## src/rtl/core/aarm_pkg.sv

```systemverilog
// ----------------------------------------------------------------------------
// aarm_pkg: shared types and constants
// Word layout of the CORDIC cell row and the arctangent table.
// ----------------------------------------------------------------------------
package aarm_pkg;

  localparam int AXIS_W  = 16;
  localparam int XY_W    = 34;   // Q30 cos/sin with headroom for the gain
  localparam int Z_W     = 33;   // residual angle, 2^32 per turn

  typedef struct packed {
    logic                     valid;
    logic                     neg;
    logic signed [XY_W-1:0]   x;
    logic signed [XY_W-1:0]   y;
    logic signed [Z_W-1:0]    z;
    logic signed [AXIS_W-1:0] ax;
    logic signed [AXIS_W-1:0] ay;
    logic signed [AXIS_W-1:0] az;
  } aarm_cell_t;

  // arctan(2^-i) in 2^32-per-turn units
  function automatic logic signed [Z_W-1:0] atan_turn(input int idx);
    logic [31:0] v;
    unique case (idx)
      0:  v = 32'h20000000;  1:  v = 32'h12E4051D;  2:  v = 32'h09FB385B;
      3:  v = 32'h051111D4;  4:  v = 32'h028B0D43;  5:  v = 32'h0145D7E1;
      6:  v = 32'h00A2F61E;  7:  v = 32'h00517C55;  8:  v = 32'h0028BE53;
      9:  v = 32'h00145F2E;  10: v = 32'h000A2F98;  11: v = 32'h000517CC;
      12: v = 32'h00028BE6;  13: v = 32'h000145F3;  14: v = 32'h0000A2F9;
      15: v = 32'h0000517C;  16: v = 32'h000028BE;  17: v = 32'h0000145F;
      18: v = 32'h00000A2F;  19: v = 32'h00000517;  20: v = 32'h0000028B;
      21: v = 32'h00000145;  22: v = 32'h000000A2;  23: v = 32'h00000051;
      default: v = 32'h0;
    endcase
    return $signed({1'b0, v});
  endfunction

  localparam logic signed [XY_W-1:0] CORDIC_GAIN_Q30 = 34'sd652032874;
  localparam logic signed [XY_W-1:0] Q30_ONE         = 34'sd1073741824;

endpackage

```

## src/rtl/core/aarm_cordic_cell.sv

```systemverilog
// ----------------------------------------------------------------------------
// aarm_cordic_cell: one CORDIC rotation
// Rotate by +/- arctan(2^-STEP) and pass the word on to the next cell.
// ----------------------------------------------------------------------------
module aarm_cordic_cell #(
  parameter int STEP = 0
) (
  input  logic                clk,
  input  logic                rst,
  input  logic                en,
  input  aarm_pkg::aarm_cell_t cell_in,
  output aarm_pkg::aarm_cell_t cell_out
);
  import aarm_pkg::*;

  aarm_cell_t cell_next;

  always_comb begin
    cell_next = cell_in;
    if (cell_in.z >= 0) begin
      cell_next.x = cell_in.x - (cell_in.y >>> STEP);
      cell_next.y = cell_in.y + (cell_in.x >>> STEP);
      cell_next.z = cell_in.z - atan_turn(STEP);
    end else begin
      cell_next.x = cell_in.x + (cell_in.y >>> STEP);
      cell_next.y = cell_in.y - (cell_in.x >>> STEP);
      cell_next.z = cell_in.z + atan_turn(STEP);
    end
  end

  always_ff @(posedge clk) begin
    if (rst) begin
      cell_out.valid <= 1'b0;
    end else if (en) begin
      cell_out <= cell_next;
    end
  end

endmodule

```

## config.mk

```make
export PLATFORM = sky130hd
export DESIGN_NAME = aarm_cordic_cell
export DESIGN_NICKNAME = d
export VERILOG_FILES = /design/src/rtl/core/aarm_pkg.sv /design/src/rtl/core/aarm_cordic_cell.sv
export SDC_FILE = /design/constraint.sdc
export NUM_CORES = 1
export LEC_CHECK = 0
export ABC_AREA = 1
export BUFFER_PORTS_ARGS = -buffer_cell sky130_fd_sc_hd__buf_2
export CORE_MARGIN = 5
export CORE_UTILIZATION = 56
export CTS_BUF_LIST = sky130_fd_sc_hd__clkbuf_4 sky130_fd_sc_hd__clkbuf_8
export CTS_CLUSTER_DIAMETER = 150
export CTS_CLUSTER_SIZE = 20
export DETAILED_ROUTE_END_ITERATION = 12
export GPL_ROUTABILITY_DRIVEN = 0
export MAX_ROUTING_LAYER = met4
export PLACE_DENSITY = 0.84
export SYNTH_ARGS = -nofsm -noshare
export SYNTH_HDL_FRONTEND = slang
export SYNTH_SLANG_ARGS = --single-unit
```

## constraint.sdc

```tcl
create_clock -name clk -period 12.8 [get_ports clk]
set_input_delay 3.84 -clock clk [delete_from_list [all_inputs] [get_ports clk]]
set_output_delay 3.84 -clock clk [all_outputs]
set_load 0.005 [all_outputs]
```

Word level (Yosys, flattened, before mapping):

Index checks and enable logic that the tools add are counted.

* register bits: 151
* input bits: 154
* output and inout port bits: 151
* word-level logic and storage cells: 17

* add/sub/neg operators: 5
* $lt $le $gt $ge: 1
* mux-type cells: 1
* bitwise operators: 1
* reduce and logical (&&, ||, !) cells: 1

Operators with widths (number)
* $mux W101: 1
* $sub A34 B34 Y34: 2
* $add A34 B34 Y34: 1
* $add A33 B31 Y33 const B: 1
* $ge A33 B1 Y1 const B: 1
* $sub A33 B31 Y33 const B: 1
* $reduce_and A2 Y1: 1
* $not A1 Y1: 1

Logic depth before layout (Yosys ltp):

* depth in word-level cells: 2
* gate-level depth with buffers: 17
* depth with buffers taken out: 16

Worst setup path before layout:

OpenSTA, ideal clock, no wires.

* path kind: input to register
* start point: input en
* end point: register cell_out[0] (netlist bit) (enable)
* library setup time: 0.664 ns
* arrival: 10.143 ns
* data required time: 12.136 ns
* setup slack: 1.993 ns
* stages: 2
* path buffers: 0
* cells stage by stage: inv_1 -> nor2_1

* longest elaborated chain between the ends: 1

RTL lines
* from (decl): RTL line aarm_cordic_cell.sv:10 `input logic en,`
* $reduce_and A2 Y1 (no source line)
* to (signal assigned): RTL line aarm_cordic_cell.sv:35 `cell_out <= cell_next;`
* to (decl): RTL line aarm_cordic_cell.sv:12 `output aarm_pkg::aarm_cell_t cell_out`

Every way passes these cells.
A chain may end at the register's enable or synchronous reset.

Worst setup path in the final report:

* start point: input en
* end point: register cell_out[25] (netlist bit) (enable)

The elaborated chain is that of the path after synthesis.

==> results.md <==
Final layout:
- The flip-flop and latch area is 4490 sq um.
- The post-route core utilization is 0.665.
- The area growth from synthesis to final layout is 16.3%.
- The share of cells above drive strength 1 is 0.210.
- In the final layout, the registers with the most flip-flops are cell_out: 150 flops.
- The post-layout net count is 2163.
- The total area of multi-input combinational cells is 6380 sq um.
- The antenna cell count is 0.
- The flip-flop count of the largest register after layout is 150.
- The fill cell total of the finished layout is 1852.
- The register with the most flip-flops in the final layout is cell_out.

Critical path:
- On the critical path the largest part of the delay comes from buffers and inverters.
- The endpoint of the lowest-slack register-to-register path is cell_out[150]$_SDFFE_PP0P_.
- In this design, the critical path's most frequently occurring cell is sky130_fd_sc_hd__buf_4.
- For this run, the slowest stage of the critical path takes 750 ps.
- The critical path startpoint category is an input pin.
- Tracing the worst setup path back leads to its startpoint at en.
- The destination of the critical timing path is cell_out[25]$_DFFE_PP_.
- The startpoint of the worst-slack reg-to-reg timing path is cell_out[150]$_SDFFE_PP0P_.
- Of all nets on the critical path, the largest fanout is 65.
- Together, buffers and inverters on the worst path number 4.
- The critical path crosses 5 cells after its start point.
- The required time of the critical path is 12890 ps.
- Counting cells, the worst reg-to-reg path comes to 2.
- The classification of the worst setup path is in2reg.
- The standard cell with the maximum stage delay on the critical path is sky130_fd_sc_hd__buf_4.
- Walking the worst path, the cells encountered are buf_2, inv_1, nor2_4, buf_4, buf_4.
- In this run the register-to-register setup slack is 12230 ps.
- The worst setup path is captured at a register.
- The data arrival time of the worst path is 6160 ps.

CTS:
- TritonCTS created 17 clock buffers.
- Clock-pin slew was measured on the worst setup and hold paths at 100 ps.
- The cell sitting at the root of the clock tree is a sky130_fd_sc_hd__clkbuf_8.
- The total number of H-tree levels is 4.
- After clock tree synthesis, the setup repair step added 0 buffers.
- The count of cells resized by post-cts repair is 0.
- The number of sinks on the clock net is 150.
- The longest clock path from root to sink contains 2 buffers.
- The insertion delay to the later sink of the worst-skew pair is 460 ps.
- The CTS tree is built.
- The quantity of hold-fixing buffers added after cts is 0.

Logic synthesis:
- The proportion of register bits with asynchronous set or reset after synthesis is 0.
- The post-synthesis average cell area is 7.45 sq um.
- The synthesized netlist contains 44 unique library cells.
- The sequential element share of the synthesized area is 0.372.
- Synthesis produced a netlist with a net count of 1883.
- After synthesis the cells add up to 12100 sq um.
- The number of enable-type register cells in the synthesized netlist is 149.
- The post-synthesis register bit count is 150.
- Synthesis produced 1623 cells.
- The count of yosys warnings during synthesis is 0.
- In the synthesized netlist the dominant register cell turns out to be sky130_fd_sc_hd__edfxtp_1.

STA:
- The number of max-slew violations in the final report came to 0.
- The final hold slack is 473 ps.
- Setup violations remaining at the end of the flow were counted as 0.
- The pin slew with the least headroom to its limit is 1230 ps.
- The worst slew margin relative to its limit is 0.181.
- The clock skew after layout is 0 ps.
- The final count of hold timing violations is 0.
- Derived from the worst setup path, the maximum achievable clock frequency is 165 MHz.
- The routed design could run at a clock period as short as 6070 ps.
- Setup total negative slack on the finished layout was measured at 0 ps.
- In the finished design, the share of the clock period the worst path needs comes to 0.474.
- Setup repair after global routing left no endpoint under its margin.

Route:
- The initial DRC count is 1688.
- The first TritonRoute pass finished after 8 iterations.
- The number of remaining DRC errors is 0.
- For this block, the via count after detailed routing is 12400.
- The routed design has 38.8 mm of wire.
- The detail-routed via count per cell is 5.67.
- The number of nets still failing antenna checks after routing is 0.
- After detailed routing, the average wire length per cell comes to 17.7 um.

Floorplanning:
- The area of the core is 21200 sq um.
- The die area is 24600 sq um.
- Measured along the x axis, the die boundary spans 157 um.
- The number of placement rows is 53.
- The initial cell density of the core is 0.572.
- For this design the top-level I/O count stands at 305.
- The height of the die is 157 um.

Global routing:
- In the global route stage, overall resource usage came out at 0.313.
- The pin count of the biggest net entering global routing is 77.
- The initial antenna violation count is 0.
- The first global-routing pass estimated 58.9 mm of wire.
- The number of global-route vias before repair came to 11600.
- For met1 alone, demand over resource in global routing was 0.379.
- The total congestion overflow is 0.
- In this run the most used layer during global routing was met2.
- The global-route track usage on met3 is 0.0544.
- The met2 capacity usage during global routing is 0.519.

Hold path:
- The critical hold path startpoint is cell_out[150]$_SDFFE_PP0P_.
- The tightest min-delay check is of the reg2reg type.

Power and ir drop:
- The static leakage is 7.03 nW.
- The peak supply drop is 0.0641 mV.
- Power spread over the standard cell area amounts to 102 nW/um^2.

Run status:
- The run finished with clean final reports.

Job:
- Across the run, the number of max-cap violations was 0.

Placed design:
- The port buffer count is 304.
- The total half-perimeter wirelength after legalization and detailed placement is 31.6 mm.
## worst register-to-register path, stage by stage, from the launching register on
cell	delay [ps]
sky130_fd_sc_hd__dfxtp_1	340
sky130_fd_sc_hd__nand2_1	60
sky130_fd_sc_hd__a21oi_1	120
## power breakdown
group	switching (mW)	leakage [nW]	total [mW]	internal (mW)
clock	0.207	0.188	0.365	0.159
combinational	0.308	5.44	0.461	0.153
sequential	0.00955	1.40	0.602	0.592
## layout make-up
cell class                      instances  area share
Inverter                              244      0.0651
Multi-Input combinational cell       1183       0.454
Sequential cell                       150       0.320
Clock buffer                           17      0.0166
Clock inverter                         14      0.0101
Timing Repair Buffer                  307       0.110
Tap cell                              275      0.0245
## routing by layer
| layer | share of wire | vias up |
|---|---|---|
| li1 | - | 5865 |
| met1 | 0.37 | 5620 |
| met2 | 0.47 | 801 |
| met3 | 0.12 | 123 |
| met4 | 0.042 | 0 |
| met5 | 0 | - |
## synthesized netlist by cell type (2+ instances only)
library cell,number,share of area
sky130_fd_sc_hd__o21ai_0,75,0.031
sky130_fd_sc_hd__nand2_2,13,0.0067
sky130_fd_sc_hd__nand2_1,445,0.14
sky130_fd_sc_hd__edfxtp_1,149,0.37
sky130_fd_sc_hd__a21oi_1,118,0.049
sky130_fd_sc_hd__a21o_1,4,0.0025
sky130_fd_sc_hd__o22ai_1,4,0.0021
sky130_fd_sc_hd__o21ai_2,3,0.0022
sky130_fd_sc_hd__o21ai_1,19,0.0079
sky130_fd_sc_hd__nor3_1,15,0.0062
sky130_fd_sc_hd__buf_6,8,0.0074
sky130_fd_sc_hd__nand3b_1,4,0.0025
sky130_fd_sc_hd__a31oi_1,2,0.0010
sky130_fd_sc_hd__nand4_1,15,0.0078
sky130_fd_sc_hd__a21boi_1,2,0.0012
sky130_fd_sc_hd__o211ai_1,2,0.0012
sky130_fd_sc_hd__a21oi_2,2,0.0014
sky130_fd_sc_hd__buf_4,17,0.011
sky130_fd_sc_hd__nand2_4,3,0.0028
sky130_fd_sc_hd__nand3_2,2,0.0017
sky130_fd_sc_hd__nor4_1,3,0.0016
sky130_fd_sc_hd__nor2_4,6,0.0056
sky130_fd_sc_hd__xor2_1,26,0.019
sky130_fd_sc_hd__nor2_1,120,0.037
sky130_fd_sc_hd__or2_2,4,0.0021
sky130_fd_sc_hd__fa_1,4,0.0066
sky130_fd_sc_hd__inv_2,16,0.0050
sky130_fd_sc_hd__inv_1,227,0.070
sky130_fd_sc_hd__clkbuf_1,12,0.0037
sky130_fd_sc_hd__nand3_1,160,0.066
sky130_fd_sc_hd__o21bai_1,12,0.0074
sky130_fd_sc_hd__nor2_2,11,0.0057
sky130_fd_sc_hd__buf_2,8,0.0033
sky130_fd_sc_hd__ha_1,102,0.11
## logic make-up (layout without fill, tap and decap cells)
kind of cell / after synthesis / in the layout / synth area share
AOI/OAI and AO/OA: 244 / 244 / 0.108
xor gates and xnor gates: 27 / 27 / 0.0196
adders and majority gates: 106 / 106 / 0.112
buffers and inverters: 290 / 582 / 0.101
DFF: 150 / 150 / 0.372
muxes: 1 / 1 / 0.000828
and+or+nand+nor: 805 / 805 / 0.287
## cell usage in the layout (no fill, tap or decap), types with 2 or more instances in the layout
cell type	n
sky130_fd_sc_hd__nand2_1	445
sky130_fd_sc_hd__buf_2	304
sky130_fd_sc_hd__inv_1	226
sky130_fd_sc_hd__nand3_1	160
sky130_fd_sc_hd__edfxtp_1	149
sky130_fd_sc_hd__nor2_1	119
sky130_fd_sc_hd__a21oi_1	118
sky130_fd_sc_hd__ha_1	102
sky130_fd_sc_hd__o21ai_0	75
sky130_fd_sc_hd__xor2_1	26
sky130_fd_sc_hd__o21ai_1	19
sky130_fd_sc_hd__inv_2	17
sky130_fd_sc_hd__clkbuf_8	17
sky130_fd_sc_hd__nor3_1	15
sky130_fd_sc_hd__nand4_1	15
sky130_fd_sc_hd__nand2_2	13
sky130_fd_sc_hd__o21bai_1	12
sky130_fd_sc_hd__nor2_2	11
sky130_fd_sc_hd__nor2_4	7
sky130_fd_sc_hd__inv_6	5
sky130_fd_sc_hd__a21o_1	4
sky130_fd_sc_hd__nand3b_1	4
sky130_fd_sc_hd__or2_2	4
sky130_fd_sc_hd__o22ai_1	4
sky130_fd_sc_hd__fa_1	4
sky130_fd_sc_hd__nor4_1	3
sky130_fd_sc_hd__nand2_4	3
sky130_fd_sc_hd__o21ai_2	3
sky130_fd_sc_hd__clkinv_4	3
sky130_fd_sc_hd__buf_4	3
sky130_fd_sc_hd__a21boi_1	2
sky130_fd_sc_hd__a31oi_1	2
sky130_fd_sc_hd__a21oi_2	2
sky130_fd_sc_hd__nand3_2	2
sky130_fd_sc_hd__o211ai_1	2
sky130_fd_sc_hd__inv_8	2
sky130_fd_sc_hd__clkinvlp_4	2
## stage by stage
stage          instances  instance area [sq um]  power (mW)  setup slack (ps)
3_5_place_dp        2159                  13700        1.06              6210
2_1_floorplan       1623                  12100       0.907              1990
3_3_place_gp        2159                  13700        1.05              6280
4_1_cts             2190                  14100        1.42              6700
6_report            2190                  14100        1.43              6730
5_1_grt             2190                  14100        1.50              6540
## how the worst min path moves through the flow
stage,endpoint,cells after the start
after floorplan,cell_out[150]$_SDFFE_PP0P_,2
after global placement,cell_out[150]$_SDFFE_PP0P_,2
after detailed placement,cell_out[150]$_SDFFE_PP0P_,2
after CTS,cell_out[150]$_SDFFE_PP0P_,2
after global routing,cell_out[150]$_SDFFE_PP0P_,2
final,cell_out[150]$_SDFFE_PP0P_,2
(Power assumes the default switching activity.)
